`config.mk`:
```
export PLATFORM = sky130hd
export DESIGN_NAME = qpa_div_cell
export DESIGN_NICKNAME = d
export VERILOG_FILES = /design/src/qpa_pkg.sv /design/src/qpa_div_cell.sv
export SDC_FILE = /design/constraint.sdc
export NUM_CORES = 1
export LEC_CHECK = 0
export CORE_AREA = 2 2 232 234
export CTS_BUF_LIST = sky130_fd_sc_hd__clkbuf_8
export DETAILED_ROUTE_END_ITERATION = 8
export DIE_AREA = 0 0 234 236
export DONT_BUFFER_PORTS = 1
export PLACE_DENSITY = 0.31
export SLEW_MARGIN = 20
export SYNTH_ARGS = -nofsm -noshare
export SYNTH_HDL_FRONTEND = slang
export SYNTH_SLANG_ARGS = --single-unit
```
`constraint.sdc`:
```
create_clock -name clk -period 0.8 [get_ports clk]
set_input_delay 0.12 -clock clk [delete_from_list [all_inputs] [get_ports clk]]
set_output_delay 0.12 -clock clk [all_outputs]
set_load 0.005 [all_outputs]
```
`src/qpa_pkg.sv`:
```
`timescale 1ns / 1ps
// ----------------------------------------------------------------------------
// qpa_pkg: shared types, codes and helpers of the Q12.20 phasor ALU
// Transaction structs, action codes, CORDIC turn table, rounding multiply
// and quotient saturation.
// ----------------------------------------------------------------------------
package qpa_pkg;

    localparam int FRAC_BITS_DEF = 20;
    localparam int STEPS         = 32;
    // front (2) + root/CORDIC chain + divider setup (1) + divider chain + output (1)
    localparam int LATENCY       = 2 + STEPS + 1 + STEPS + 1;

    localparam logic [3:0] ACT_ADD   = 4'd0;
    localparam logic [3:0] ACT_SUB   = 4'd1;
    localparam logic [3:0] ACT_MUL   = 4'd2;
    localparam logic [3:0] ACT_DIV   = 4'd3;
    localparam logic [3:0] ACT_REL   = 4'd4;
    localparam logic [3:0] ACT_IREL  = 4'd5;
    localparam logic [3:0] ACT_MAG   = 4'd6;
    localparam logic [3:0] ACT_PHASE = 4'd7;
    localparam logic [3:0] ACT_NORM  = 4'd8;

    localparam logic [31:0] SAT_POS = 32'h7FFF_FFFF;
    localparam logic [31:0] SAT_NEG = 32'h8000_0000;

    typedef struct packed {
        logic [3:0]         action;
        logic signed [31:0] a_re;
        logic signed [31:0] a_im;
        logic signed [31:0] b_re;
        logic signed [31:0] b_im;
    } op_t;

    typedef struct packed {
        logic signed [31:0] res_re;
        logic signed [31:0] res_im;
        logic               div_zero;
    } res_t;

    typedef struct packed {
        logic [3:0]         action;
        logic signed [31:0] pre_re;
        logic signed [31:0] pre_im;
        logic signed [31:0] m;
        logic signed [31:0] ar;
        logic signed [31:0] ai;
        logic               ph_zero;
    } side_t;

    typedef struct packed {
        logic [63:0]        v;
        logic [63:0]        root;
        logic signed [35:0] x;
        logic signed [35:0] y;
        logic [31:0]        ang;
        side_t              side;
    } vec_t;

    typedef struct packed {
        logic [63:0]        rem_re;
        logic [63:0]        rem_im;
        logic [31:0]        den;
        logic [31:0]        q_re;
        logic [31:0]        q_im;
        logic               nneg_re;
        logic               nneg_im;
        logic               dneg;
        logic               ovf_re;
        logic               ovf_im;
        logic               zero;
        logic               is_div;
        logic signed [31:0] fin_re;
        logic signed [31:0] fin_im;
    } dv_t;

    function automatic logic [31:0] turn_tab(input logic [4:0] idx);
        logic [31:0] t;
        case (idx)
            5'd0:    t = 32'd536870912;
            5'd1:    t = 32'd316933406;
            5'd2:    t = 32'd167458907;
            5'd3:    t = 32'd85004756;
            5'd4:    t = 32'd42667331;
            5'd5:    t = 32'd21354465;
            5'd6:    t = 32'd10679838;
            5'd7:    t = 32'd5340245;
            5'd8:    t = 32'd2670163;
            5'd9:    t = 32'd1335087;
            5'd10:   t = 32'd667544;
            5'd11:   t = 32'd333772;
            5'd12:   t = 32'd166886;
            5'd13:   t = 32'd83443;
            5'd14:   t = 32'd41722;
            5'd15:   t = 32'd20861;
            5'd16:   t = 32'd10430;
            5'd17:   t = 32'd5215;
            5'd18:   t = 32'd2608;
            5'd19:   t = 32'd1304;
            5'd20:   t = 32'd652;
            5'd21:   t = 32'd326;
            5'd22:   t = 32'd163;
            5'd23:   t = 32'd81;
            5'd24:   t = 32'd41;
            5'd25:   t = 32'd20;
            5'd26:   t = 32'd10;
            5'd27:   t = 32'd5;
            5'd28:   t = 32'd3;
            5'd29:   t = 32'd1;
            5'd30:   t = 32'd1;
            default: t = 32'd0;
        endcase
        return t;
    endfunction

    // round half up and keep the low word
    function automatic logic signed [31:0] rmpy(input logic signed [63:0] p, input int frac);
        logic signed [63:0] s;
        s = (p + (64'sd1 <<< (frac - 1))) >>> frac;
        return s[31:0];
    endfunction

    function automatic logic [31:0] sat_quot(input logic [31:0] q, input logic nneg,
                                             input logic dneg, input logic ovf,
                                             input logic zero);
        logic [31:0] r;
        if (zero)
            r = nneg ? SAT_NEG : SAT_POS;
        else if (nneg ^ dneg)
            r = (ovf || q > SAT_NEG) ? SAT_NEG : (32'd0 - q);
        else
            r = (ovf || q[31]) ? SAT_POS : q;
        return r;
    endfunction

endpackage

```
`src/qpa_div_cell.sv`:
```
`timescale 1ns / 1ps
// ----------------------------------------------------------------------------
// qpa_div_cell: one restoring division step on both lanes
// Resolves one quotient bit of the real and of the imaginary quotient.
// ----------------------------------------------------------------------------
module qpa_div_cell #(
    parameter int STEP = 0
) (
    input  logic         clk,
    input  logic         rst_n,
    input  logic         vld_in,
    input  qpa_pkg::dv_t di,
    output logic         vld_out,
    output qpa_pkg::dv_t dq
);
    import qpa_pkg::*;

    localparam int SHIFT = qpa_pkg::STEPS - 1 - STEP;

    dv_t  dq_reg, dq_next;
    logic vld_reg;
    logic [63:0] dsh;
    logic take_re, take_im;

    always_comb
    begin
        dq_next = di;
        dsh = {32'd0, di.den} << SHIFT;
        take_re = di.rem_re >= dsh;
        take_im = di.rem_im >= dsh;
        if (take_re)
            dq_next.rem_re = di.rem_re - dsh;
        if (take_im)
            dq_next.rem_im = di.rem_im - dsh;
        dq_next.q_re = {di.q_re[30:0], take_re};
        dq_next.q_im = {di.q_im[30:0], take_im};
    end

    always_ff @(posedge clk or negedge rst_n)
    begin
        if (!rst_n)
            vld_reg <= 1'b0;
        else
            vld_reg <= vld_in;
    end

    always_ff @(posedge clk)
    begin
        dq_reg <= dq_next;
    end

    assign vld_out = vld_reg;
    assign dq      = dq_reg;

endmodule

```
; Word-level counts from Yosys, hierarchy flattened
; Index checks and enable logic that the tools add are counted.
[classes]
addsub = 2
magnitude_cmp = 2
mux = 2
[op_table]
columns = cell, count
row1 = $ge A64 B63 Y1, 2
row2 = $mux W64, 2
row3 = $sub A64 B63 Y64, 2
[totals]
reg_bits = 296
input_bits = 298
elab_cells = 21

; Longest topological paths before layout
[logic_depth]
depth_word = 2
ltp_mapped = 12
ltp_nobuf = 11

; Least setup slack after synthesis
; No wires, ideal clock.
[synth_path]
path_type = input to register
from = input port di[198] (netlist name)
to = register dq_reg (netlist bit dq[230])
arrival_time_ns = 2.339
required_ns = 0.728
setup_slack_ns = -1.612
stages = 11
n_path_buf = 0
path_cell_list = inv_1 > ha_1 > fa_1 > nand2b_1 > a21oi_1 > o21a_1 > a41oi_1 > o41ai_2 > a211oi_1 > o211ai_1 > xnor2_1
[synth_lines]
columns = item, line_no
row1 = start: declaration, qpa_div_cell.sv:12  ; input qpa_pkg::dv_t di,
row2 = end signal: assignment, qpa_div_cell.sv:49  ; dq_reg <= dq_next;
row3 = end: declaration, qpa_div_cell.sv:20  ; dv_t dq_reg, dq_next;

==> impl_metrics.csv <==
group,metric,value,unit
power_and_ir_drop,switching_power,12.0,mW
critical_path,endpoint_kind,"flop",
critical_path,crit_path_max_fanout,8,
floorplanning,die_w,234,um
global_route,grt_pass1_wl,82.9,mm
power_and_ir_drop,p_int,30.7,mW
finish,num-nets-final,2104,
floorplanning,coreArea,53100,sq um
timing,hold_violations,36,
synth,ys_warn_count,0,
critical_path,arrival,2310,ps
timing,setup_viol,364,
finish,largest_reg_flops,295,
cts,cts_tree,"yes",
critical_path,crit_type,"input port to flop",
power_and_ir_drop,comb_power_share,21.7,%
finish,postLayoutCellArea,20600,sq um
critical_path,critPathSlowestCell,"or3b_4",
placement,gp_congestion,0.988,
power_and_ir_drop,seq_power_share,41.1,%
routing,drtIter0Drc,327,
critical_path,path_depth,12,
placement,io_buffers,0,
flow_run,cap_viol_max_count,0,
status,violations,"negative hold slack, negative setup slack",
timing,fin_crit,1810,ps
synth,synth_cell_types,67,
timing,setup_ws,-1010,ps
min_path,whs_endpoint,"dq[136]",
routing,via_per_inst,4.33,
routing,dr.pass1.iters,5,
min_path,min-delay-start,"di[136]",
finish,drive_gt1_share,49.4,%
power_and_ir_drop,ir_worst_vdd,1.04,mV
critical_path,crit_path_frequent_cell,"nand2_4",
routing,drc,0,
floorplanning,dieArea,55200,sq um
timing,max_freq,554,MHz
cts,cts_sinks,296,
global_route,antenna_found_initial,46,
floorplanning,die_h,236,um
synth,synth_fp_nets,1389,
global_route,grt_max_degree,15,
critical_path,crit_chain,"clkinvlp_4 -> ha_4 -> nand2_4 -> or3b_4 -> or3_4 -> o221ai_4 -> and3_4 -> nor2_4 -> buf_12 -> buf_8 -> nand2_4 -> o41ai_4",
timing,slew_viol_final,0,
cts,cts_buffers,52,
finish,area_growth,95.8,%
synth,synthCells,1025,
synth,ys.flop_type,"dfxtp_1",
placement,postPlaceCellArea,13700,sq um
critical_path,cp_top_family,"simple AND/OR/NAND/NOR gates",
routing,antenna_left,0,
routing,vias,10771,
min_path,hold_depth,0,
timing,tightest_slew,506,ps
synth,syn_area_per_cell,10.3,sq um
critical_path,cp.required,1300,ps
global_route,grt_pass1_vias,11618,
cts,htree_levels,2,
routing,routed_wl,60.8,mm
placement,hpwl,45.9,mm
critical_path,cp_num_buf_inv,3,
floorplanning,std_cell_rows,85,
cts,cts.reportedPaths.clkPinSlew,60,ps
critical_path,critPathMaxStageDelay,400,ps
critical_path,start_kind,"input port",
power_and_ir_drop,swShare,28.0,%
power_and_ir_drop,leakage,8.56,nW
status,status,"complete, but fails checks",
synth,synth-edff-count,0,
power_and_ir_drop,total_power,42.7,mW
floorplanning,start_util,19.9,%
routing,drt-wirelength-per-cell,24.5,um
min_path,hold_class,"input port to flop",
power_and_ir_drop,power.density,2070,nW/um^2
cts,clockRootBuffer,"clkbuf_8",
timing,relSlewSlack,66.0,%
synth,synth_area,10500,sq um
timing,rsz0062_at_grt,"true",
timing,whs,-489,ps
global_route,grt_usage,21.2,%
synth,async_flop_share,0.338,%
power_and_ir_drop,power_frac_clock,37.2,%
floorplanning,ios,594,
timing,post-route-period-util,226,%
global_route,gr-total-overflow,0,
synth,ys_seq_area_share,56.2,%
synth,ys_ff_latch,296,
cts,ctsLongestPathBuffers,3,
==> cell usage in the layout (no fill, tap or decap), types with 10 or more instances in the layout <==
cell type	count
a21o_1	20
buf_6	14
buf_4	268
diode_2	16
xor2_1	33
dfxtp_4	31
a21oi_1	47
nand3_1	19
o21ai_2	34
ha_4	26
a21oi_2	20
o21ai_0	25
o21ai_1	30
nand4_1	13
inv_1	43
o21a_1	10
nand2_1	69
ha_1	36
dfxtp_2	263
o211ai_1	11
xnor2_1	17
dlygate4sd3_1	391
nor4_1	14
nand2_2	27
nor2_1	41
clkbuf_8	60
buf_12	12
==> what timing repair did <==
item | 4_1_cts | 5_1_grt
gates resized for setup | 469 | 87
endpoints found under the hold margin | 295 | 52
hold buffers | 374 | 17
setup buffers | 33 | 6
cloned | 8 | 2
pin swaps | 61 | 43
endpoints found under the setup margin | 364 | 364
==> worst max path at each step <==
stage / start / endpoint / slack [ps]
CTS: di[150] / dq[201] / -940
global route: di[150] / dq[225] / -1020
global placement: di[150] / dq[227] / -1920
detailed placement: di[150] / dq[227] / -2020
floorplan: di[147] / dq[201] / -1430
finish: di[150] / dq[227] / -1010
==> layout make-up <==
type / count / area (sq um)
fillers: 5180 / 32400
repair buffers: 693 / 6490
well taps: 696 / 871
multi-input cells: 646 / 5430
diodes: 16 / 40.0
repair inverters: 1 / 16.3
inverters: 50 / 262
clock buffers: 60 / 826
clock inverters: 29 / 337
flip-flops and latches: 296 / 6380
==> logic make-up after synthesis <==
group	count (synthesis)	share of synthesized area [%]
compound gates	268	16.1
xor+xnor	55	4.57
fa+ha+maj	66	7.97
buf+inv	83	3.07
flops	296	56.2
mux	6	0.617
simple gates	251	11.4
==> metrics by stage <==
step                hold WS [ps]  setup TNS (ps)  setup WS, ps  cells  util, %
floorplan                   -176          -87200         -1430   1025        -
global placement            -176         -115250         -1920   1952     25.7
detailed placement          -176         -117790         -2020   1952     25.7
CTS                         -565         -163600          -940   2453     38.0
global route                -561         -167060         -1020   2477     38.9
finish                      -489         -144230         -1010   2487     38.9
==> per-layer routing <==
metal | GRT usage [%] | vias up | wire, um
met5 | 0 | - | 107
met4 | 8.32 | 16 | 2360
met3 | 9.45 | 101 | 6730
met2 | 35.5 | 515 | 28800
met1 | 23.4 | 5074 | 22800
li1 | - | 5065 | -
==> cell usage after synthesis (all sizes together), types with 2 or more instances <==
cell | instances | area [sq um]
nor3 | 11 | 55.1
ha | 64 | 801
a21o | 20 | 150
nand2 | 105 | 394
o31a | 4 | 35.0
o221ai | 4 | 35.0
nor4 | 14 | 87.6
or3 | 5 | 31.3
o2111ai | 3 | 26.3
a41oi | 5 | 43.8
a311o | 2 | 20.0
o2111a | 2 | 22.5
o211a | 2 | 20.0
nor2b | 6 | 37.5
o21a | 10 | 75.1
a211oi | 6 | 45.0
mux2i | 2 | 20.0
nand3 | 20 | 100
a21oi | 71 | 359
buf | 5 | 25.0
a21boi | 6 | 45.0
nor2 | 45 | 176
o211ai | 11 | 82.6
a31oi | 6 | 37.5
o31ai | 2 | 15.0
inv | 49 | 184
nand3b | 3 | 22.5
or3b | 2 | 17.5
and4 | 4 | 35.0
nand4 | 13 | 81.3
o41ai | 4 | 65.1
xnor2 | 21 | 184
fa | 2 | 40.0
nand2b | 10 | 62.6
mux2 | 4 | 45.0
xor2 | 34 | 298
o21ai | 93 | 465
a41o | 2 | 20.0
and3 | 5 | 32.5
clkbuf | 28 | 106
nor4b | 4 | 35.0
o21bai | 4 | 30.0
dfxtp | 295 | 5910
==> power by group through the flow <==
stage / Clock, mW / Combinational [mW] / Sequential [mW]
detailed placement: 0 / 6.10 / 17.6
finish: 15.9 / 9.26 / 17.5
global placement: 0 / 6.13 / 17.6
CTS: 16.3 / 8.92 / 17.6
floorplan: 0 / 3.40 / 16.9
global route: 17.1 / 10.1 / 17.6
(Power assumes the default switching activity.)
