File: config.mk
export PLATFORM = sky130hd
export DESIGN_NAME = qpa_vec_cell
export DESIGN_NICKNAME = d
export VERILOG_FILES = /design/src/qpa_pkg.sv /design/src/qpa_vec_cell.sv
export SDC_FILE = /design/constraint.sdc
export NUM_CORES = 1
export LEC_CHECK = 0
export CORE_AREA = 2 2 314 316
export DETAILED_ROUTE_END_ITERATION = 10
export DIE_AREA = 0 0 316 318
export DONT_BUFFER_PORTS = 1
export HOLD_SLACK_MARGIN = 0.15
export PLACE_DENSITY = 0.42
export SLEW_MARGIN = 10
export SYNTH_ARGS = -nofsm -noshare
export SYNTH_HDL_FRONTEND = slang
export SYNTH_SLANG_ARGS = --single-unit
File: constraint.sdc
create_clock -name clk -period 0.8 [get_ports clk]
set_clock_uncertainty 0.05 [all_clocks]
set_input_delay 0 -clock clk [delete_from_list [all_inputs] [get_ports clk]]
set_output_delay 0 -clock clk [all_outputs]
set_load 0.01 [all_outputs]
File: src/qpa_pkg.sv
`timescale 1ns / 1ps
// ----------------------------------------------------------------------------
// qpa_pkg: shared types, codes and helpers of the Q12.20 phasor ALU
// Transaction structs, action codes, CORDIC turn table, rounding multiply
// and quotient saturation.
// ----------------------------------------------------------------------------
package qpa_pkg;

    localparam int FRAC_BITS_DEF = 20;
    localparam int STEPS         = 32;
    // front (2) + root/CORDIC chain + divider setup (1) + divider chain + output (1)
    localparam int LATENCY       = 2 + STEPS + 1 + STEPS + 1;

    localparam logic [3:0] ACT_ADD   = 4'd0;
    localparam logic [3:0] ACT_SUB   = 4'd1;
    localparam logic [3:0] ACT_MUL   = 4'd2;
    localparam logic [3:0] ACT_DIV   = 4'd3;
    localparam logic [3:0] ACT_REL   = 4'd4;
    localparam logic [3:0] ACT_IREL  = 4'd5;
    localparam logic [3:0] ACT_MAG   = 4'd6;
    localparam logic [3:0] ACT_PHASE = 4'd7;
    localparam logic [3:0] ACT_NORM  = 4'd8;

    localparam logic [31:0] SAT_POS = 32'h7FFF_FFFF;
    localparam logic [31:0] SAT_NEG = 32'h8000_0000;

    typedef struct packed {
        logic [3:0]         action;
        logic signed [31:0] a_re;
        logic signed [31:0] a_im;
        logic signed [31:0] b_re;
        logic signed [31:0] b_im;
    } op_t;

    typedef struct packed {
        logic signed [31:0] res_re;
        logic signed [31:0] res_im;
        logic               div_zero;
    } res_t;

    typedef struct packed {
        logic [3:0]         action;
        logic signed [31:0] pre_re;
        logic signed [31:0] pre_im;
        logic signed [31:0] m;
        logic signed [31:0] ar;
        logic signed [31:0] ai;
        logic               ph_zero;
    } side_t;

    typedef struct packed {
        logic [63:0]        v;
        logic [63:0]        root;
        logic signed [35:0] x;
        logic signed [35:0] y;
        logic [31:0]        ang;
        side_t              side;
    } vec_t;

    typedef struct packed {
        logic [63:0]        rem_re;
        logic [63:0]        rem_im;
        logic [31:0]        den;
        logic [31:0]        q_re;
        logic [31:0]        q_im;
        logic               nneg_re;
        logic               nneg_im;
        logic               dneg;
        logic               ovf_re;
        logic               ovf_im;
        logic               zero;
        logic               is_div;
        logic signed [31:0] fin_re;
        logic signed [31:0] fin_im;
    } dv_t;

    function automatic logic [31:0] turn_tab(input logic [4:0] idx);
        logic [31:0] t;
        case (idx)
            5'd0:    t = 32'd536870912;
            5'd1:    t = 32'd316933406;
            5'd2:    t = 32'd167458907;
            5'd3:    t = 32'd85004756;
            5'd4:    t = 32'd42667331;
            5'd5:    t = 32'd21354465;
            5'd6:    t = 32'd10679838;
            5'd7:    t = 32'd5340245;
            5'd8:    t = 32'd2670163;
            5'd9:    t = 32'd1335087;
            5'd10:   t = 32'd667544;
            5'd11:   t = 32'd333772;
            5'd12:   t = 32'd166886;
            5'd13:   t = 32'd83443;
            5'd14:   t = 32'd41722;
            5'd15:   t = 32'd20861;
            5'd16:   t = 32'd10430;
            5'd17:   t = 32'd5215;
            5'd18:   t = 32'd2608;
            5'd19:   t = 32'd1304;
            5'd20:   t = 32'd652;
            5'd21:   t = 32'd326;
            5'd22:   t = 32'd163;
            5'd23:   t = 32'd81;
            5'd24:   t = 32'd41;
            5'd25:   t = 32'd20;
            5'd26:   t = 32'd10;
            5'd27:   t = 32'd5;
            5'd28:   t = 32'd3;
            5'd29:   t = 32'd1;
            5'd30:   t = 32'd1;
            default: t = 32'd0;
        endcase
        return t;
    endfunction

    // round half up and keep the low word
    function automatic logic signed [31:0] rmpy(input logic signed [63:0] p, input int frac);
        logic signed [63:0] s;
        s = (p + (64'sd1 <<< (frac - 1))) >>> frac;
        return s[31:0];
    endfunction

    function automatic logic [31:0] sat_quot(input logic [31:0] q, input logic nneg,
                                             input logic dneg, input logic ovf,
                                             input logic zero);
        logic [31:0] r;
        if (zero)
            r = nneg ? SAT_NEG : SAT_POS;
        else if (nneg ^ dneg)
            r = (ovf || q > SAT_NEG) ? SAT_NEG : (32'd0 - q);
        else
            r = (ovf || q[31]) ? SAT_POS : q;
        return r;
    endfunction

endpackage

File: src/qpa_vec_cell.sv
`timescale 1ns / 1ps
// ----------------------------------------------------------------------------
// qpa_vec_cell: one step of the integer square root and of the CORDIC
// Each cell resolves one root bit and one vectoring micro-rotation.
// ----------------------------------------------------------------------------
module qpa_vec_cell #(
    parameter int STEP = 0
) (
    input  logic          clk,
    input  logic          rst_n,
    input  logic          vld_in,
    input  qpa_pkg::vec_t vi,
    output logic          vld_out,
    output qpa_pkg::vec_t vo
);
    import qpa_pkg::*;

    localparam logic [63:0] BIT  = 64'd1 << (62 - 2 * STEP);
    localparam logic [31:0] TURN = turn_tab(5'(STEP));

    vec_t vo_reg, vo_next;
    logic vld_reg;
    logic [63:0] trial;
    logic signed [35:0] dx, dy;

    always_comb
    begin
        vo_next = vi;
        trial = vi.root + BIT;
        if (vi.v >= trial)
        begin
            vo_next.v = vi.v - trial;
            vo_next.root = (vi.root >> 1) + BIT;
        end
        else
        begin
            vo_next.root = vi.root >> 1;
        end
        dx = vi.y >>> STEP;
        dy = vi.x >>> STEP;
        if (vi.y > 0)
        begin
            vo_next.x = vi.x + dx;
            vo_next.y = vi.y - dy;
            vo_next.ang = vi.ang + TURN;
        end
        else
        begin
            vo_next.x = vi.x - dx;
            vo_next.y = vi.y + dy;
            vo_next.ang = vi.ang - TURN;
        end
    end

    always_ff @(posedge clk or negedge rst_n)
    begin
        if (!rst_n)
            vld_reg <= 1'b0;
        else
            vld_reg <= vld_in;
    end

    always_ff @(posedge clk)
    begin
        vo_reg <= vo_next;
    end

    assign vld_out = vld_reg;
    assign vo      = vo_reg;

endmodule

# After elaboration in Yosys (flattened, before gate mapping)
# Index checks and enable logic that the tools add are counted.
[word_totals]
regBits = 398
input_bits = 400
out_inout_bits = 398
[op_classes]
add_sub_neg = 8
magnitude_cmp = 2
n_mux = 3
[ops]
columns = ["operator", "n"]
rows = [
  ["104-bit two-way mux", 1],
  ["36-bit subtractor", 2],
  ["63-bit by 63-bit adder with 64-bit output, second input constant", 1],
  ["64-bit by 63-bit adder with 64-bit output, second input constant", 1],
  ["64-bit >= comparator", 1],
  ["64-bit two-way mux", 1],
  ["64-bit subtractor", 1],
  ["63-bit two-way mux", 1],
  ["36-bit adder", 1],
  ["36-bit by 1-bit greater-than comparator with 1-bit output, second input constant", 1],
  ["32-bit by 30-bit adder with 32-bit output, second input constant", 1],
  ["32-bit by 30-bit subtractor with 32-bit output, second input constant", 1],
]

# Logic depth before layout (Yosys ltp)
# Gate-level depths: netlist (run 1).
[logic_depth]
ltp_word = 3
ltp_mapped = 15

# Worst setup path after synthesis (run 1)
# Ideal clock, no wire load.
[synth_path]
kind = "in2reg"
from = "input vi[290] (netlist bit)"
to = "register vo_reg, in the netlist vo[345]"
t_arrival_ps = 2428
slack_ps = -1765
path_stages = 14
path_buffers = 2
cell_sequence = "inv_1 > ha_1 > a21o_1 > a21o_1 > a2111oi_2 > nand2_1 > o21bai_2 > a31oi_1 > o31ai_2 > and3_1 > buf_4 > buf_4 > nand2_1 > o31ai_1"
[synth_rtl]
columns = ["item", "line", "text"]
rows = [
  ["start: declaration", "qpa_vec_cell.sv:12", "input qpa_pkg::vec_t vi,"],
  ["end signal: assignment", "qpa_vec_cell.sv:65", "vo_reg <= vo_next;"],
  ["end: declaration", "qpa_vec_cell.sv:21", "vec_t vo_reg, vo_next;"],
]

==> results.md, run 1 <==
* Starting DRT DRC Count at 866
* Top cells by area, synth: dfxtp_1, ha_1, a21oi_1
* Hold WC Path Type: primary input to register
* Status: finished, violations left
* Maximum VDD drop at 1.268 mV
* Most common cell in the netlist: dfxtp_1
* CTS max path bufs at 3
* Leakage at 16.01 nW
* Final net count at 3909
* Yosys Warn Count at 0
* Layout cells sized above 1 at between 50% and 60%
* Die Area at approximately 0.10 mm²
* CP Class: primary input to register
* Hold Startpoint: vi[318]
* Sequential fraction of the synthesis area at between 40% and 50%
* Hold Path Depth at 0
* Crit path launch type: primary input
* I/O pin total at 798
* Residual DRC at 0
* WHS Endpoint: vo[317]
* Post-DP HPWL at 89.43 mm
* Pre-CTS setup slack at -2791 ps
* Reg clk slew, reported paths at 70 ps
* First-pass GRT wire length at 158.0 mm
* Number of global-route vias before repair at around 22000
* Worst Path Arrival at 2630 ps
* RSZ-0062 raised after global routing: true
* Total negative setup slack at -238960 ps
* Global-route congestion overflow total at 0
* Pin count of the biggest net entering global routing at 21
* Via count at 20984
* Max Slew Vio Count at 0
* Syn Std Cell Area at between 0.015 and 0.02 mm²
* CTS Root Cell: clkbuf_16
* Top cells by count, synth: dfxtp_1, a21oi_1, inv_1
* TritonCTS Buffers at 47
* Core ar. at ~0.097 mm²
* Max reg flops at approximately 400
* Mapped Cells at 2148
* TritonCTS clock tree: built
* Failing checks: negative hold slack, negative setup slack
* Die Span Y at 318 µm
* Mean post-synth cell area at 8.806 µm²
* Seq. cell area at 0.008755 mm²
* Initial antenna violation count at 10
* GRT Util Overall at 21.73%
* Critical path required time at 1250 ps
* Die width at around 320 µm
* DRT Pass-1 Iters at 5
* Final Util at 38.58%
* Synth unique cells at 74
* Slew margin rel. at 62.89%
* Combined area of the multi-input logic cells at 0.01334 mm²
* Starting Density at 19.42%
* Hold slack at -646.6 ps
* Routed len/inst at between 20 and 30 µm
* Crit end category: register
* Post-Synthesis Net Count at 2723
* Layout area overhead at 98.70%
* Flops & latches, synth at 397
* Total wire length at ~120 mm
* Area leader, netlist: dfxtp_1
* DRT antenna net count at 0
* Crit Path Max Fanout at 4
* Final worst setup slack at -1372 ps
* Cell Pwr Density at 1883 mW/mm²
* Max-cap violation count at 0
* Final period utilization at 271.4%
* Top cell type's share of synthesized area at about two fifths
* GP Congestion at 0.9206
* Fmax at around 460 MHz
* Hold Fails Final Rpt at 149
* Fill cells at 9430
* Vias per std cell at 4.498
* Final Critical Period at 2172 ps
* Post-synth EDFFs at 0
* Synth Flop Type: dfxtp_1
* FFs w/ async S/R, synth at 0.2519%
* Htree depth at 2
* Slew at the pin closest to its max-slew limit at 555.6 ps
* I/O Buffers at 0
* Sink Count at 397
* Setup violations, final at 543
* Row Count at 115
==> area by class of cell <==
cell class	instances	area share, %
inverter	197	2.307
sequential	397	23.29
antenna	6	0.03995
tap	1287	4.285
clock buffer	60	3.499
timing repair buffer	1222	30.41
clock inverter	27	0.6758
multi-input combinational	1469	35.49
==> worst max-delay path by stage <==
| stage | startpoint | cells past startpoint | end |
|---|---|---|---|
| final | vi[271] | 14 | vo[382] |
| after global routing | vi[328] | 13 | vo[356] |
| after CTS | vi[333] | 17 | vo[396] |
| after detailed placement | vi[299] | 13 | vo[393] |
| after global placement | vi[299] | 13 | vo[393] |
| after floorplan | vi[198] | 12 | vo[229] |
==> worst max-delay path: stages <==
cell	delay [ps]
inv_8	10
ha_4	260
and3_4	200
o21ai_4	90
a31oi_4	210
o21ai_4	90
o41ai_4	490
buf_4	230
a31oi_4	120
buf_6	140
or3_4	380
o21ai_4	190
xnor2_2	140
a21oi_2	70
==> logic make-up after synthesis <==
| kind of cell | count (synthesis) | share of synthesized area (%) |
|---|---|---|
| AO/OA/AOI/OAI | 642 | 21.04 |
| AND/OR/NAND/NOR | 506 | 12.48 |
| flip-flops | 397 | 42.05 |
| buffers and inverters | 282 | 5.795 |
| adder cells (fa/ha/maj) | 175 | 11.77 |
| XOR/XNOR | 129 | 5.973 |
| multiplexers | 17 | 0.8996 |
==> metrics by stage <==
step                total power, W  instances  area (µm²)
CTS                        0.06833       4604       34620
global placement           0.04121       3998       25900
finish                     0.07076       4665       37580
floorplan                  0.03225       2148       19750
detailed placement         0.04101       3998       25900
global route               0.07380       4663       37580
==> timing repair <==
action                                  4_1_cts  5_1_grt
cloned                                       12        4
endpoints found under the setup margin      536      538
hold buffers                                452       11
setup buffers                                66       55
resized for setup                           426      887
pin swaps                                   154      214
endpoints found under the hold margin       398      186
==> cell usage in the layout, fill, tap and decap left out, types with 50 or more instances in the layout <==
cell,synthesis,layout
buf_4,4,612
clkbuf_16,0,50
inv_1,193,163
a21oi_2,3,89
xnor2_1,97,71
nor2_4,0,50
dfxtp_2,0,272
buf_6,0,91
dfxtp_4,0,123
a21o_1,67,67
ha_1,170,113
dlygate4sd3_1,0,457
nand2_1,121,99
nor2_1,181,107
a21oi_1,262,151
==> layer usage <==
metal	up-vias	global-route usage (%)	share of wire, %
met2	748	39.40	50
met4	2	9.942	5.7
li1	9824	-	-
met3	198	7.004	8.6
met5	-	0	0.0068
met1	10212	22.52	35
==> power breakdown <==
| group | switching, W | internal [W] |
|---|---|---|
| Combinational | 0.0110 | 0.0119 |
| Clock | 0.00994 | 0.0122 |
| Sequential | 0.00302 | 0.0226 |
(Power assumes the default switching activity.)
==> run 2: changes to the inputs <==
REMOVE_ABC_BUFFERS = 1   (was unset)
SLEW_MARGIN = unset   (was 10)
==> run 2 against run 1 <==
Effect of this change:
- the run still ends with negative hold slack, negative setup slack left
- sequential share of layout area is 0.69 points higher
- first-iteration DRC count up 1.5%
- critical path depth increased by 2
- die area did not move
- flip-flop and latch count stayed put
- global-route usage up 0.43 points
- total power increased by 3.0%
- wire length barely moved
- highest routed layer unchanged
- cell count is 1.1% lower
- sequential power about the same
- critical path type unchanged
- worst hold slack worse by 46 ps
- design area is 2.9% lower
==> results.md, run 2 (synthesized netlist as in run 1, its figures left out) <==
* Status: finished, violations left
* Failing checks: negative hold slack, negative setup slack
* GRT Util Overall at 22.16% (+0.43 points)
* Worst Path Arrival at 2740 ps (+110 ps)
* Layout cells sized above 1 at 48.84% (-3.6 points)
* Fmax at 453.9 MHz (-1.4%)
* Routed len/inst at 25.49 µm (+1.1%)
* Die Area at 0.1005 mm² (unchanged)
* Max reg flops at 396 (unchanged)
* DRT antenna net count at 0 (unchanged)
* Slew at the pin closest to its max-slew limit at 940.9 ps (+385.3 ps)
* Core ar. at 0.09741 mm² (unchanged)
* Reg clk slew, reported paths at 70 ps (about the same)
* Crit path from: vi[327]
* Crit Path Max Fanout at 7 (+3)
* Top Metal Used: met5
* Number of global-route vias before repair at 21673 (-0.75%)
* Met3 wire length at 10.69 mm (+6.2%)
* Commonest non-fill, non-tap cell in the layout: buf_4
* Slew margin rel. at 36.70% (-26 points)
* CTS Root Cell: clkbuf_16
* First-pass GRT wire length at 159.7 mm (+1.1%)
* Final worst setup slack at -1403 ps (-31.46 ps)
* Most frequent cells in the layout: buf_4, dlygate4sd3_1, dfxtp_2
* Maximum VDD drop at 1.760 mV (+39%)
* Post-DP HPWL at 90.20 mm (+0.86%)
* TritonCTS clock tree: built
* Final period utilization at 275.4% (+3.9 points)
* Pin count of the biggest net entering global routing at 41 (+95%)
* Row Count at 115 (unchanged)
* Htree depth at 2 (unchanged)
* Die Span Y at 318 µm (unchanged)
* Die width at 316 µm (unchanged)
* Fill cells at 9635 (+2.2%)
* Starting DRT DRC Count at 879 (+1.5%)
* Max-cap violation count at 0 (unchanged)
* Vias per std cell at 4.420 (-1.7%)
* I/O pin total at 798 (unchanged)
* Final net count at 3854 (-1.4%)
* Hold Fails Final Rpt at 153 (+2.7%)
* Global-route congestion overflow total at 0 (unchanged)
* Max Slew Vio Count at 0 (unchanged)
* CP Class: primary input to register
* I/O Buffers at 0 (unchanged)
* Crit path launch type: primary input
* Layout area overhead at 92.84%
* Leakage at 15.70 nW (-2.0%)
* Setup crit end: vo[352]
* Residual DRC at 0 (unchanged)
* Routed wl met2 at 59.51 mm (+0.61%)
* Met1 WL at 41.11 mm (-1.4%)
* GP Congestion at 0.9238 (+0.35%)
* Hold WC Path Type: primary input to register
* Starting Density at 19.42% (unchanged)
* CTS max path bufs at 3 (unchanged)
* Total negative setup slack at -256940 ps (-17980 ps)
* Total wire length at 117.7 mm (about the same)
* Via count at 20401 (-2.8%)
* Critical path required time at 1340 ps (+90 ps)
* RSZ-0062 raised after global routing: true
* Cell Pwr Density at 1998 mW/mm² (+6.1%)
* TritonCTS Buffers at 49 (+4.3%)
* Sink Count at 397 (unchanged)
* Final Critical Period at 2203 ps (+31.46 ps)
* Crit end category: register
* Initial antenna violation count at 8 (-2)
* Hold slack at -692.5 ps (-45.84 ps)
* Setup violations, final at 538 (-0.92%)
* DRT Pass-1 Iters at 5 (unchanged)
[run 2: cell types whose count changed in the layout (fill, tap and decap cells not counted), sizes merged]
cell / previous run / this run
dlymetal6s4s: 4 / 0
clkbuf: 63 / 62
dlygate4sd3: 457 / 445
bufinv: 1 / 9
clkinv: 16 / 13
buf: 758 / 717
clkinvlp: 6 / 7
diode: 6 / 10
inv: 201 / 200
[run 2: worst min path at each step]
stage,to,startpoint,depth (start not counted),slack [ps]
after global placement,vld_out,rst_n,0,-350
after floorplan,vld_out,rst_n,0,-350
after CTS,vo[287],vi[288],0,-730
after global routing,vo[271],vi[272],0,-720
final,vo[287],vi[288],0,-690
after detailed placement,vld_out,rst_n,0,-350
[run 2: final cells by class]
type                            count  area [µm²]  share of cell area, %
Timing Repair Buffer             1165       10840                  29.71
Sequential cell                   397        8747                  23.98
Clock inverter                     32       489.2                  1.341
Multi-Input combinational cell   1469       12630                  34.63
Antenna cell                       10       25.02                0.06861
Clock buffer                       59        1334                  3.657
Inverter                          197       800.8                  2.195
Tap cell                         1287        1610                  4.415
[run 2: timing repair]
| action | CTS | global route |
|---|---|---|
| endpoints found under the hold margin | 398 | 190 |
| resized for setup | 488 | 774 |
| endpoints found under the setup margin | 536 | 538 |
| hold buffers | 441 | 7 |
| cloned | 15 | 2 |
| pin swaps | 165 | 165 |
| setup buffers | 68 | 42 |
[run 2: power breakdown]
group	leakage (nW)	total, W	internal [W]	switching (W)
registers	3.39	0.0255	0.0226	0.00290
clock network	0.883	0.0256	0.0151	0.0105
logic	11.4	0.0218	0.0111	0.0106
[run 2: routing by layer]
metal	up-vias	global-route usage (%)
met5	-	0
met2	711	40.68
met1	9785	22.03
met3	184	8.465
li1	9717	-
met4	4	9.352
[run 2: per-stage QoR]
step	worst slack (ps)	std cells	cell area [µm²]	utilization [%]	power (W)
2_1_floorplan	-5422	2063	18560	-	0.03139
3_3_place_gp	-2497	3969	25020	25.69	0.04029
3_5_place_dp	-2562	3969	25020	25.69	0.04008
4_1_cts	-1324	4576	34320	35.23	0.07161
5_1_grt	-1480	4613	36470	37.44	0.07596
6_report	-1403	4616	36480	37.44	0.07287
[run 2: worst max-delay path, cell delays in order]
cell and delay [ps]:
dlygate4sd3_1 540, inv_1 50, ha_1 290, buf_4 130, nand2_1 70, or3_1 420
nor3_2 150, buf_4 150, o31ai_4 70, buf_6 140, nand3_4 100, buf_12 170
buf_8 140, buf_16 160, nor2_4 30, a21oi_1 110
