**src/qpa_pkg.sv**
```systemverilog
`timescale 1ns / 1ps
// ----------------------------------------------------------------------------
// qpa_pkg: shared types, codes and helpers of the Q12.20 phasor ALU
// Transaction structs, action codes, CORDIC turn table, rounding multiply
// and quotient saturation.
// ----------------------------------------------------------------------------
package qpa_pkg;

    localparam int FRAC_BITS_DEF = 20;
    localparam int STEPS         = 32;
    // front (2) + root/CORDIC chain + divider setup (1) + divider chain + output (1)
    localparam int LATENCY       = 2 + STEPS + 1 + STEPS + 1;

    localparam logic [3:0] ACT_ADD   = 4'd0;
    localparam logic [3:0] ACT_SUB   = 4'd1;
    localparam logic [3:0] ACT_MUL   = 4'd2;
    localparam logic [3:0] ACT_DIV   = 4'd3;
    localparam logic [3:0] ACT_REL   = 4'd4;
    localparam logic [3:0] ACT_IREL  = 4'd5;
    localparam logic [3:0] ACT_MAG   = 4'd6;
    localparam logic [3:0] ACT_PHASE = 4'd7;
    localparam logic [3:0] ACT_NORM  = 4'd8;

    localparam logic [31:0] SAT_POS = 32'h7FFF_FFFF;
    localparam logic [31:0] SAT_NEG = 32'h8000_0000;

    typedef struct packed {
        logic [3:0]         action;
        logic signed [31:0] a_re;
        logic signed [31:0] a_im;
        logic signed [31:0] b_re;
        logic signed [31:0] b_im;
    } op_t;

    typedef struct packed {
        logic signed [31:0] res_re;
        logic signed [31:0] res_im;
        logic               div_zero;
    } res_t;

    typedef struct packed {
        logic [3:0]         action;
        logic signed [31:0] pre_re;
        logic signed [31:0] pre_im;
        logic signed [31:0] m;
        logic signed [31:0] ar;
        logic signed [31:0] ai;
        logic               ph_zero;
    } side_t;

    typedef struct packed {
        logic [63:0]        v;
        logic [63:0]        root;
        logic signed [35:0] x;
        logic signed [35:0] y;
        logic [31:0]        ang;
        side_t              side;
    } vec_t;

    typedef struct packed {
        logic [63:0]        rem_re;
        logic [63:0]        rem_im;
        logic [31:0]        den;
        logic [31:0]        q_re;
        logic [31:0]        q_im;
        logic               nneg_re;
        logic               nneg_im;
        logic               dneg;
        logic               ovf_re;
        logic               ovf_im;
        logic               zero;
        logic               is_div;
        logic signed [31:0] fin_re;
        logic signed [31:0] fin_im;
    } dv_t;

    function automatic logic [31:0] turn_tab(input logic [4:0] idx);
        logic [31:0] t;
        case (idx)
            5'd0:    t = 32'd536870912;
            5'd1:    t = 32'd316933406;
            5'd2:    t = 32'd167458907;
            5'd3:    t = 32'd85004756;
            5'd4:    t = 32'd42667331;
            5'd5:    t = 32'd21354465;
            5'd6:    t = 32'd10679838;
            5'd7:    t = 32'd5340245;
            5'd8:    t = 32'd2670163;
            5'd9:    t = 32'd1335087;
            5'd10:   t = 32'd667544;
            5'd11:   t = 32'd333772;
            5'd12:   t = 32'd166886;
            5'd13:   t = 32'd83443;
            5'd14:   t = 32'd41722;
            5'd15:   t = 32'd20861;
            5'd16:   t = 32'd10430;
            5'd17:   t = 32'd5215;
            5'd18:   t = 32'd2608;
            5'd19:   t = 32'd1304;
            5'd20:   t = 32'd652;
            5'd21:   t = 32'd326;
            5'd22:   t = 32'd163;
            5'd23:   t = 32'd81;
            5'd24:   t = 32'd41;
            5'd25:   t = 32'd20;
            5'd26:   t = 32'd10;
            5'd27:   t = 32'd5;
            5'd28:   t = 32'd3;
            5'd29:   t = 32'd1;
            5'd30:   t = 32'd1;
            default: t = 32'd0;
        endcase
        return t;
    endfunction

    // round half up and keep the low word
    function automatic logic signed [31:0] rmpy(input logic signed [63:0] p, input int frac);
        logic signed [63:0] s;
        s = (p + (64'sd1 <<< (frac - 1))) >>> frac;
        return s[31:0];
    endfunction

    function automatic logic [31:0] sat_quot(input logic [31:0] q, input logic nneg,
                                             input logic dneg, input logic ovf,
                                             input logic zero);
        logic [31:0] r;
        if (zero)
            r = nneg ? SAT_NEG : SAT_POS;
        else if (nneg ^ dneg)
            r = (ovf || q > SAT_NEG) ? SAT_NEG : (32'd0 - q);
        else
            r = (ovf || q[31]) ? SAT_POS : q;
        return r;
    endfunction

endpackage

```
**src/qpa_div_prep.sv**
```systemverilog
`timescale 1ns / 1ps
// ----------------------------------------------------------------------------
// qpa_div_prep: divider setup stage
// Finishes magnitude and phase, picks numerators and divisor, checks overflow.
// ----------------------------------------------------------------------------
module qpa_div_prep #(
    parameter int FRAC_BITS = qpa_pkg::FRAC_BITS_DEF
) (
    input  logic          clk,
    input  logic          rst_n,
    input  logic          vld_in,
    input  qpa_pkg::vec_t vi,
    output logic          vld_out,
    output qpa_pkg::dv_t  dv
);
    import qpa_pkg::*;

    dv_t  dv_reg, dv_next;
    logic vld_reg;
    logic [31:0] mag, ph, d, an_re, an_im;
    logic [32:0] ph_sum, ph_mask;
    logic signed [31:0] n_re, n_im;
    logic [63:0] num_re, num_im, den_top;

    always_comb
    begin
        mag = (vi.root > 64'(SAT_POS)) ? SAT_POS : vi.root[31:0];
        ph_sum = {1'b0, vi.ang} + (33'd1 << (31 - FRAC_BITS));
        ph_mask = (33'd1 << FRAC_BITS) - 33'd1;
        ph = vi.side.ph_zero ? 32'd0 : 32'((ph_sum >> (32 - FRAC_BITS)) & ph_mask);

        if (vi.side.action == ACT_NORM)
        begin
            n_re = vi.side.ar;
            n_im = vi.side.ai;
            d = mag;
        end
        else
        begin
            n_re = vi.side.pre_re;
            n_im = vi.side.pre_im;
            d = vi.side.m;
        end
        an_re = n_re[31] ? (32'd0 - n_re) : n_re;
        an_im = n_im[31] ? (32'd0 - n_im) : n_im;
        dv_next.den = d[31] ? (32'd0 - d) : d;
        num_re = {32'd0, an_re} << FRAC_BITS;
        num_im = {32'd0, an_im} << FRAC_BITS;
        den_top = {dv_next.den, 32'd0};
        dv_next.rem_re = num_re;
        dv_next.rem_im = num_im;
        dv_next.q_re = 32'd0;
        dv_next.q_im = 32'd0;
        dv_next.nneg_re = n_re[31];
        dv_next.nneg_im = n_im[31];
        dv_next.dneg = d[31];
        // quotient would need more than 32 magnitude bits
        dv_next.ovf_re = num_re >= den_top;
        dv_next.ovf_im = num_im >= den_top;
        dv_next.zero = (d == 32'd0);
        dv_next.is_div = (vi.side.action == ACT_DIV) || (vi.side.action == ACT_NORM);

        case (vi.side.action)
            ACT_MAG:
            begin
                dv_next.fin_re = mag;
                dv_next.fin_im = 32'sd0;
            end
            ACT_PHASE:
            begin
                dv_next.fin_re = ph;
                dv_next.fin_im = 32'sd0;
            end
            default:
            begin
                dv_next.fin_re = vi.side.pre_re;
                dv_next.fin_im = vi.side.pre_im;
            end
        endcase
    end

    always_ff @(posedge clk or negedge rst_n)
    begin
        if (!rst_n)
            vld_reg <= 1'b0;
        else
            vld_reg <= vld_in;
    end

    always_ff @(posedge clk)
    begin
        dv_reg <= dv_next;
    end

    assign vld_out = vld_reg;
    assign dv      = dv_reg;

endmodule

```
**config.mk**
```make
export PLATFORM = sky130hd
export DESIGN_NAME = qpa_div_prep
export DESIGN_NICKNAME = d
export VERILOG_FILES = /design/src/qpa_pkg.sv /design/src/qpa_div_prep.sv
export SDC_FILE = /design/constraint.sdc
export NUM_CORES = 1
export LEC_CHECK = 0
export ABC_CLOCK_PERIOD_IN_PS = 800
export BUFFER_PORTS_ARGS = -buffer_cell sky130_fd_sc_hd__buf_2
export CELL_PAD_IN_SITES_DETAIL_PLACEMENT = 0
export CELL_PAD_IN_SITES_GLOBAL_PLACEMENT = 1
export CORE_AREA = 8 8 263 265
export CTS_BUF_LIST = sky130_fd_sc_hd__clkbuf_8
export DETAILED_ROUTE_END_ITERATION = 16
export DIE_AREA = 0 0 271 273
export PLACE_DENSITY = 0.49
export SYNTH_ARGS = -nofsm -noshare
export SYNTH_HDL_FRONTEND = slang
export SYNTH_SLANG_ARGS = --single-unit
```
**constraint.sdc**
```tcl
create_clock -name clk -period 0.8 [get_ports clk]
set_input_delay 0.16 -clock clk [delete_from_list [all_inputs] [get_ports clk]]
set_output_delay 0.16 -clock clk [all_outputs]
set_load 0.02 [all_outputs]
```
Word-level counts from Yosys, hierarchy flattened
Cells that the tools add are included.
{"block": "word_totals", "reg_bits": 168, "latch_bits": 0, "ramBits": 0, "mem_bits_ro": 0, "output_inout_bits": 296, "n_memories": 0}
{"block": "classes", "add_sub_neg": 4, "n_mul": 0, "n_div": 0, "order_cmp": 3, "eq_ne": 4, "shifts": 0, "n_mux": 9, "bitwise_logic": 0, "reduce_logical": 2}
{"cell": "$mux W32", "count": 7}
{"cell": "$ge A52 B64 Y1", "count": 2}
{"cell": "$pmux W64 S2", "count": 1}
{"cell": "$sub A1 B32 Y32 const A", "count": 3}
{"cell": "$gt A64 B31 Y1 const B", "count": 1}
{"cell": "$add A32 B12 Y32 const B", "count": 1}
{"cell": "$logic_not A32 Y1", "count": 1}
{"cell": "$mux W20", "count": 1}
{"cell": "$eq A4 B3 Y1 const B", "count": 2}
{"cell": "$eq A4 B2 Y1 const B", "count": 1}
{"cell": "$eq A4 B4 Y1 const B", "count": 1}
{"cell": "$logic_or A1 B1 Y1", "count": 1}

Longest topological paths before layout
Gate-level depths: netlist of the first run.
{"block": "depth", "ltp_word": 6, "depth_mapped": 32}

Worst setup path before layout of the first run
OpenSTA, ideal clock, no wires.
{"block": "synth_timing", "path_type": "in2reg", "from": "input port vi[161] (netlist bit)", "to": "register dv_reg, in the netlist dv[67]", "setup_ps": 74, "t_arrival_ps": 5638, "path_slack_ps": -4913, "stages": 30, "cell_sequence": "buf_6 nor4b_4 buf_4 buf_4 buf_4 buf_4 buf_2 buf_2 buf_2 clkbuf_1 a21oi_1 inv_1 ha_1 nand3b_1 nor4_1 a31oi_1 buf_2 o41ai_1 xor2_1 a21o_1 ha_1 nand4_1 nor2_1 nand4_1 nor4_1 or4b_1 nor4_1 a2111oi_0 a2111o_1 a31oi_1"}
{"element": "start: declaration", "line_no": "qpa_div_prep.sv:12", "text": "input qpa_pkg::vec_t vi,"}
{"element": "end signal: assignment", "line_no": "qpa_div_prep.sv:92", "text": "dv_reg <= dv_next;"}
{"element": "end: declaration", "line_no": "qpa_div_prep.sv:18", "text": "dv_t dv_reg, dv_next;"}

==> results of run 1 <==
-- power groups by stage --
stage               Sequential, mW  Clock, mW  Combinational, mW
detailed placement            9.67          0               9.61
global route                  9.60       7.21               12.3
global placement              9.69          0               9.56
floorplan                     10.7          0               3.74
finish                        9.52       6.53               11.4
CTS                           9.51       6.93               11.0
-- layout by cell type (no fill, tap or decap), types with 16 or more instances in the layout --
master,instances
sky130_fd_sc_hd__clkbuf_8,17
sky130_fd_sc_hd__nor3_1,55
sky130_fd_sc_hd__mux2i_1,52
sky130_fd_sc_hd__nand4_1,16
sky130_fd_sc_hd__or3_1,16
sky130_fd_sc_hd__a21oi_1,27
sky130_fd_sc_hd__a21oi_2,22
sky130_fd_sc_hd__dfxtp_1,153
sky130_fd_sc_hd__nand2_1,59
sky130_fd_sc_hd__xnor2_1,21
sky130_fd_sc_hd__o21ai_1,16
sky130_fd_sc_hd__nor2_1,79
sky130_fd_sc_hd__xor2_1,39
sky130_fd_sc_hd__buf_2,396
sky130_fd_sc_hd__o21ai_0,17
sky130_fd_sc_hd__buf_12,22
sky130_fd_sc_hd__inv_1,31
sky130_fd_sc_hd__conb_1,128
sky130_fd_sc_hd__xnor2_2,30
sky130_fd_sc_hd__and2_1,35
sky130_fd_sc_hd__dlygate4sd3_1,81
sky130_fd_sc_hd__ha_1,34
sky130_fd_sc_hd__buf_6,93
sky130_fd_sc_hd__buf_4,421
sky130_fd_sc_hd__nor2_4,26
-- worst max path at each step --
stage	depth (start not counted)	slack [ps]	from	endpoint
2_1_floorplan	28	-4310	vi[161]	dv[67]
3_3_place_gp	24	-4340	vi[303]	dv[67]
3_5_place_dp	24	-4640	vi[331]	dv[67]
4_1_cts	24	-3380	vi[300]	dv[67]
5_1_grt	24	-3540	vi[313]	dv[67]
6_report	24	-3390	vi[328]	dv[67]
-- what timing repair did --
| action | 4_1_cts | 5_1_grt |
|---|---|---|
| endpoints found under the setup margin | 301 | 300 |
| buffers inserted | 82 | 63 |
| cloned | 4 | 1 |
| resized for setup | 300 | 198 |
| endpoints found under the hold margin | 75 | 4 |
| pin swaps | 94 | 74 |
-- worst min-delay path, stage by stage --
cell	delay [ps]
sky130_fd_sc_hd__buf_2	100
sky130_fd_sc_hd__nand2_2	50
sky130_fd_sc_hd__nand2_2	60
sky130_fd_sc_hd__buf_4	140
-- layout make-up --
type | count | area, µm² | share of cell area [%]
Timing Repair Buffer | 1033 | 7860 | 37.0
Clock inverter | 15 | 155 | 0.730
Inverter | 41 | 170 | 0.801
Multi-Input combinational cell | 1005 | 8350 | 39.3
Sequential cell | 168 | 3390 | 16.0
Clock buffer | 17 | 234 | 1.10
Tap cell | 864 | 1080 | 5.09
Antenna cell | 8 | 20.0 | 0.0942
-- metal layers --
| layer | GRT usage, % | vias to the layer above | part of all wire (%) |
|---|---|---|---|
| met5 | 0 | - | 0.17 |
| met4 | 4.71 | 16 | 2.1 |
| met3 | 4.58 | 72 | 5.7 |
| met2 | 26.5 | 412 | 48 |
| met1 | 20.2 | 6065 | 44 |
| li1 | - | 6237 | - |
-- kinds of logic after synthesis --
group                      Yosys count
AOI/OAI and AO/OA                  222
xor gates and xnor gates           108
adders and majority gates           41
buffers and inverters              225
DFF                                168
muxes                               65
other                                1
and+or+nand+nor                    441
-- cells in the mapped netlist (4+ instances only) --
library cell	count	share of area, %
sky130_fd_sc_hd__dfxtp_1	167	31
sky130_fd_sc_hd__buf_4	132	9.3
sky130_fd_sc_hd__nor2_1	117	4.1
sky130_fd_sc_hd__nand2_1	70	2.5
sky130_fd_sc_hd__nor3_1	63	3.0
sky130_fd_sc_hd__mux2i_1	62	5.8
sky130_fd_sc_hd__a21oi_1	60	2.8
sky130_fd_sc_hd__xnor2_1	55	4.5
sky130_fd_sc_hd__xor2_1	52	4.3
sky130_fd_sc_hd__o21ai_0	43	2.0
sky130_fd_sc_hd__and2_1	41	2.4
sky130_fd_sc_hd__ha_1	40	4.7
sky130_fd_sc_hd__inv_1	38	1.3
sky130_fd_sc_hd__clkbuf_1	29	1.0
sky130_fd_sc_hd__o31ai_1	25	1.8
sky130_fd_sc_hd__nor4_1	23	1.3
sky130_fd_sc_hd__a31oi_1	19	1.1
sky130_fd_sc_hd__or3_1	19	1.1
sky130_fd_sc_hd__or4_1	19	1.3
sky130_fd_sc_hd__buf_2	16	0.75
sky130_fd_sc_hd__nand4_1	16	0.94
sky130_fd_sc_hd__o221ai_1	14	1.1
sky130_fd_sc_hd__nand3_1	12	0.56
sky130_fd_sc_hd__nand2b_1	9	0.53
sky130_fd_sc_hd__o21ai_1	9	0.42
sky130_fd_sc_hd__a21o_1	8	0.56
sky130_fd_sc_hd__nor2b_1	7	0.41
sky130_fd_sc_hd__a21boi_0	6	0.42
sky130_fd_sc_hd__or2_2	6	0.35
sky130_fd_sc_hd__a221oi_1	5	0.41
sky130_fd_sc_hd__nor3b_1	5	0.35
sky130_fd_sc_hd__and3_1	4	0.23
sky130_fd_sc_hd__and4_1	4	0.33
sky130_fd_sc_hd__buf_1	4	0.14
sky130_fd_sc_hd__nor4b_1	4	0.33
sky130_fd_sc_hd__o21a_1	4	0.28
==> flow_summary.ini, run 1 <==
[synthesis]
synth_compound_area_share_pct = 13.6
synthAdderAreaFrac_pct = 4.78
synth_edf_count = 0
sequential_cell_area_fraction_in_the_yosys_report_pct = 31.5
multiplexer_area_fraction_after_synthesis_pct = 6.13
cell_area_after_synthesis_um2 = 10700
synthCells = 1271
synth.lib_cells_used.distinct = 77
top_reg_cell_synth = sky130_fd_sc_hd__dfxtp_1
synth_xor_xnor_area_share_pct = 9.04
synth_async_sr_flop_share_pct = 0.595
largest_family_of_logic_cells_by_synthesized_area = simple AND/OR/NAND/NOR gates
synth_simple_gate_area_share_pct = 22.0
syn-mean-instance-area_um2 = 8.40
yosys_warnings = 0
yosys_register_bits = 168

[clock_tree]
cts_buffers = 17
clock_tree_from_tritoncts = yes
cts_buffer_depth = 2
cts_hold_repair.buffers = 81
cts_num_sinks = 168
root_buffer = sky130_fd_sc_hd__clkbuf_8
clock_tree.htree_level_count = 4
path_clk_slew_ps = 130

[sta]
hold_viol = 1
report.final.slew_viol_count = 0
min_period_over_period_pct = 524
worst_slack_ps = -3390
achievable-frequency_ghz = 0.239
rsz0062_at_grt = true
finalSetupViolations = 311
hold_slack_ps = -21.9
min_period_ps = 4190
setup_tns_ps = -230960
tightest_slew_ps = 901
max_slew_margin_pct = 38.4

[global_routing]
sum_of_overflow_across_all_layers_after_global_routing = 0
grt_start_max_net_pins = 62
number_of_global_route_vias_before_repair = 13900
grt_pass1_wl_mm = 88.7
track_usage_pct = 16.0
grt_antenna_before_repair = 14

[power_and_ir_drop]
power_report.internal_total_mw = 16.8
cellPowerDensity_nw_per_um2 = 1290
report.power.total_mw = 27.5
share_of_total_power_consumed_by_net_switching_pct = 38.8
ir_worst_vdd_mv = 1.18
p_leak_nw = 9.81
share_clk_of_total_power_pct = 23.8
p_switching_mw = 10.7
share_comb_of_total_power_pct = 41.6
seq_power_share_pct = 34.6

[routing]
total_routed_wirelength_mm = 62.7
wl_per_cell_um = 19.9
drt-vias-per-instance = 4.06
detail_route.first_pass.iterations = 4
drt_drc_violations_left = 0
drt-initial-drc-count = 528
postRouteAntennaNets = 0
num_vias = 12800

[worst_setup_path]
critical_path_peak_fanout = 4
stage_delay_of_the_slowest_cell_on_the_critical_path_ps = 500
cp.arrival_ps = 4690
cp_data_required_time_ps = 1300
cell_with_the_biggest_individual_delay_on_the_critical_path = sky130_fd_sc_hd__or4b_4
critical-path-top-delay-family = simple AND/OR/NAND/NOR gates
path_cells = buf_2, nor4_1, nand4_1, or3_4, nor2_4, nor2_2, a21oi_2, ha_4, nand3b_1, nor4_1, a31oi_1, o41ai_2, xor2_1, a21o_1, ha_4, nand4_1, nor2_1, nand4_1, nor4_1, or4b_4, nor4_4, a2111oi_2, a2111o_1, a31oi_1
worstSetupEndpointType = flop
path_buf_inv = 1
worst-setup-path-type = primary input to flop
crit_path_start_kind = primary input

[hold_path]
hold_path_class = primary input to flop
hold_path_startpoint = vi[33]
hold-path-endpoint = dv[251]
whs_path_depth = 4

[floorplan]
pin_count = 696
fp.coreArea_um2 = 65000
placement_rows = 94
floorplan.initialDensity_pct = 16.4
fp.dieH_um = 273
x_dimension_of_the_die_um = 271
die_area_um2 = 74000

[layout]
finalInstanceArea_um2 = 21300
fillerInstances = 6903
largest_register_ffs = 167
postLayoutCoreUtil_pct = 32.7
final_cells = 3151
layout.nets = 2706
drive_gt1_share_pct = 56.2
area_delta_synth_final_pct = 99.1

[place]
dpl.hpwl_mm = 51.6
placement.cell_area_um2 = 16900
place_ws_ps = -4640
placedCellCount = 2937
routabilityCongestion = 0.828
io_buffer_count = 420

[outcome]
violations_in_the_final_reports = hold timing, setup timing
result_of_the_run = complete, but fails checks

[job]
cap_violations = 0
Power figures use the tool's default switching activity.
==> run 2: changes to the inputs <==
ABC_AREA = 1   (was default)
CORE_AREA = 8 8 264 266   (was 8 8 263 265)
DIE_AREA = 0 0 272 274   (was 0 0 271 273)
PLACE_DENSITY = 0.58   (was 0.49)
RECOVER_POWER = 50   (was default)
==> run 2 against run 1 <==
The flow still finishes with violations (hold timing, setup timing). Combinational power up 8%. Sequential share of layout area decreased by 1.0 points. Worst hold slack got worse by 84 ps. Sequential power decreased by 0.4%. Critical endpoint unchanged. Largest power group unchanged.
==> flow_summary.ini, run 2 <==
[layout]
drive_gt1_share_pct = 54.8
postLayoutCoreUtil_pct = 34.5
leading_cell_type_in_the_layout_fill_and_taps_excluded = sky130_fd_sc_hd__buf_4
layout.nets = 3191
largest_register_ffs = 167
mostFrequentLayoutCells = 458 x sky130_fd_sc_hd__buf_4, 409 x sky130_fd_sc_hd__buf_2, 312 x sky130_fd_sc_hd__nand2_1
area_delta_synth_final_pct = 97.3
fillerInstances = 6974
final_cells = 3641

[synthesis]
synth_top_area_share_pct = 29.3
synth.lib_cells_used.distinct = 61
cell_area_after_synthesis_um2 = 11400
synth_edf_count = 0
synth_top_cells_by_area = sky130_fd_sc_hd__dfxtp_1 29%, sky130_fd_sc_hd__nand2_1 14%, sky130_fd_sc_hd__buf_4 8.7%
sequential_cell_area_fraction_in_the_yosys_report_pct = 29.5
yosys_warnings = 0
synthCells = 1685
synth_commonest_cells = 437 x sky130_fd_sc_hd__nand2_1, 245 x sky130_fd_sc_hd__inv_1, 167 x sky130_fd_sc_hd__dfxtp_1
yosys_register_bits = 168
syn-mean-instance-area_um2 = 6.78
synth_async_sr_flop_share_pct = 0.595
yosys.cell_count.top_type = sky130_fd_sc_hd__nand2_1
top_reg_cell_synth = sky130_fd_sc_hd__dfxtp_1
synthDominantAreaCellType = sky130_fd_sc_hd__dfxtp_1

[floorplan]
x_dimension_of_the_die_um = 272
pin_count = 696
die_area_um2 = 74500
placement_rows = 94
fp.coreArea_um2 = 65300
fp.dieH_um = 274
floorplan.initialDensity_pct = 17.5

[clock_tree]
root_buffer = sky130_fd_sc_hd__clkbuf_8
cts_buffer_depth = 2
cts_num_sinks = 168
clock_tree_from_tritoncts = yes
cts_buffers = 17
cts_hold_repair.buffers = 98
clock_tree.htree_level_count = 4
path_clk_slew_ps = 100

[place]
io_buffer_count = 420
placedCellCount = 3388
dpl.hpwl_mm = 57.6
routabilityCongestion = 0.895
place_ws_ps = -3110

[outcome]
violations_in_the_final_reports = hold timing, setup timing
result_of_the_run = complete, but fails checks

[global_routing]
grt_start_max_net_pins = 34
grt_pass1_wl_mm = 97.8
grt_antenna_before_repair = 51
number_of_global_route_vias_before_repair = 15600
sum_of_overflow_across_all_layers_after_global_routing = 0
track_usage_pct = 17.8

[hold_path]
hold_path_class = primary input to flop

[power_and_ir_drop]
p_leak_nw = 11.5
cellPowerDensity_nw_per_um2 = 1280
ir_worst_vdd_mv = 0.852

[worst_setup_path]
crit_path_start_kind = primary input
cell_with_the_biggest_individual_delay_on_the_critical_path = sky130_fd_sc_hd__ha_1
stage_delay_of_the_slowest_cell_on_the_critical_path_ps = 330
worst-setup-path-type = primary input to flop
cp_data_required_time_ps = 1300
worstSetupEndpointType = flop
cp.arrival_ps = 3600
critical_path_peak_fanout = 7

[routing]
detail_route.first_pass.iterations = 4
total_routed_wirelength_mm = 69.1
drt-initial-drc-count = 491
wl_per_cell_um = 19.0
drt_drc_violations_left = 0
num_vias = 14600
met3RoutedLength_mm = 5.04
drt-vias-per-instance = 4.02
topRoutingLayerUsed = met5
postRouteAntennaNets = 0
met1_length_mm = 28.0
met2RoutedLength_mm = 34.0

[sta]
hold_viol = 3
achievable-frequency_ghz = 0.322
report.final.slew_viol_count = 0
min_period_over_period_pct = 388
finalSetupViolations = 334
worst_slack_ps = -2300
min_period_ps = 3100
max_slew_margin_pct = 55.7
tightest_slew_ps = 658
rsz0062_at_grt = true
hold_slack_ps = -105

[job]
cap_violations = 0
==> run 2: path summary, 6_finish.rpt <==
path                       startpoint  slack [ps]  cells after the start  endpoint
max                           vi[163]       -2300                     26    dv[67]
min                           vi[294]        -110                      3    dv[57]
max in group asynchronous       rst_n         270                      3   vld_out
min in group asynchronous       rst_n         430                      3   vld_out
==> run 2: timing repair <==
action / 4_1_cts / 5_1_grt
cloned: 4 / 1
setup buffers: 79 / 59
hold endpoints to repair: 71 / 6
setup endpoints to repair: 331 / 333
pin swaps: 98 / 124
resized for setup: 288 / 268
==> run 2: logic make-up (layout without fill, tap and decap cells) <==
family / after synthesis / in the layout / synth area share, %
multiplexers: 6 / 6 / 0.635
AO/OA/AOI/OAI: 165 / 165 / 8.74
AND/OR/NAND/NOR: 806 / 806 / 31.9
adder cells (fa/ha/maj): 40 / 40 / 4.38
buffers and inverters: 432 / 1383 / 19.6
other: 1 / 142 / 0.0328
XOR/XNOR: 67 / 67 / 5.14
flip-flops: 168 / 168 / 29.5
==> run 2: critical path: cells and delay by family <==
family / cells / cell delay, ps
AOI/OAI and AO/OA: 2 / 350
xor gates and xnor gates: 1 / 110
adders and majority gates: 1 / 330
buffers and inverters: 7 / 860
and+or+nand+nor: 15 / 1780
==> run 2: per-layer routing <==
metal	global-route usage, %	up-vias
met4	4.90	46
met5	0	-
met2	31.8	542
met3	5.54	122
li1	-	7140
met1	20.3	6786
==> run 2: area by class of cell <==
| type | instances | area [µm²] | area share [%] |
|---|---|---|---|
| tap | 864 | 1080 | 4.80 |
| timing repair buffer | 1091 | 8180 | 36.3 |
| clock inverter | 14 | 190 | 0.844 |
| multi-input combinational | 1212 | 8430 | 37.4 |
| clock buffer | 17 | 234 | 1.04 |
| antenna | 14 | 35.0 | 0.155 |
| sequential | 168 | 3370 | 15.0 |
| inverter | 261 | 1020 | 4.52 |
==> run 2: power by group <==
part | leakage [nW] | internal (mW) | switching, mW | total (mW)
clock | 0.214 | 3.16 | 4.06 | 7.21
combinational | 9.90 | 5.39 | 6.87 | 12.3
sequential | 1.42 | 9.23 | 0.252 | 9.48
total | 11.5 | 17.8 | 11.2 | 29.0
==> run 2: metrics by stage <==
stage | area [µm²] | setup TNS, ps | total power [mW]
global placement | 17900 | -249280 | 19.9
detailed placement | 17900 | -250510 | 20.0
floorplan | 12600 | -118490 | 15.2
finish | 22500 | -208500 | 29.0
CTS | 21200 | -204260 | 28.9
global route | 22500 | -231550 | 30.7
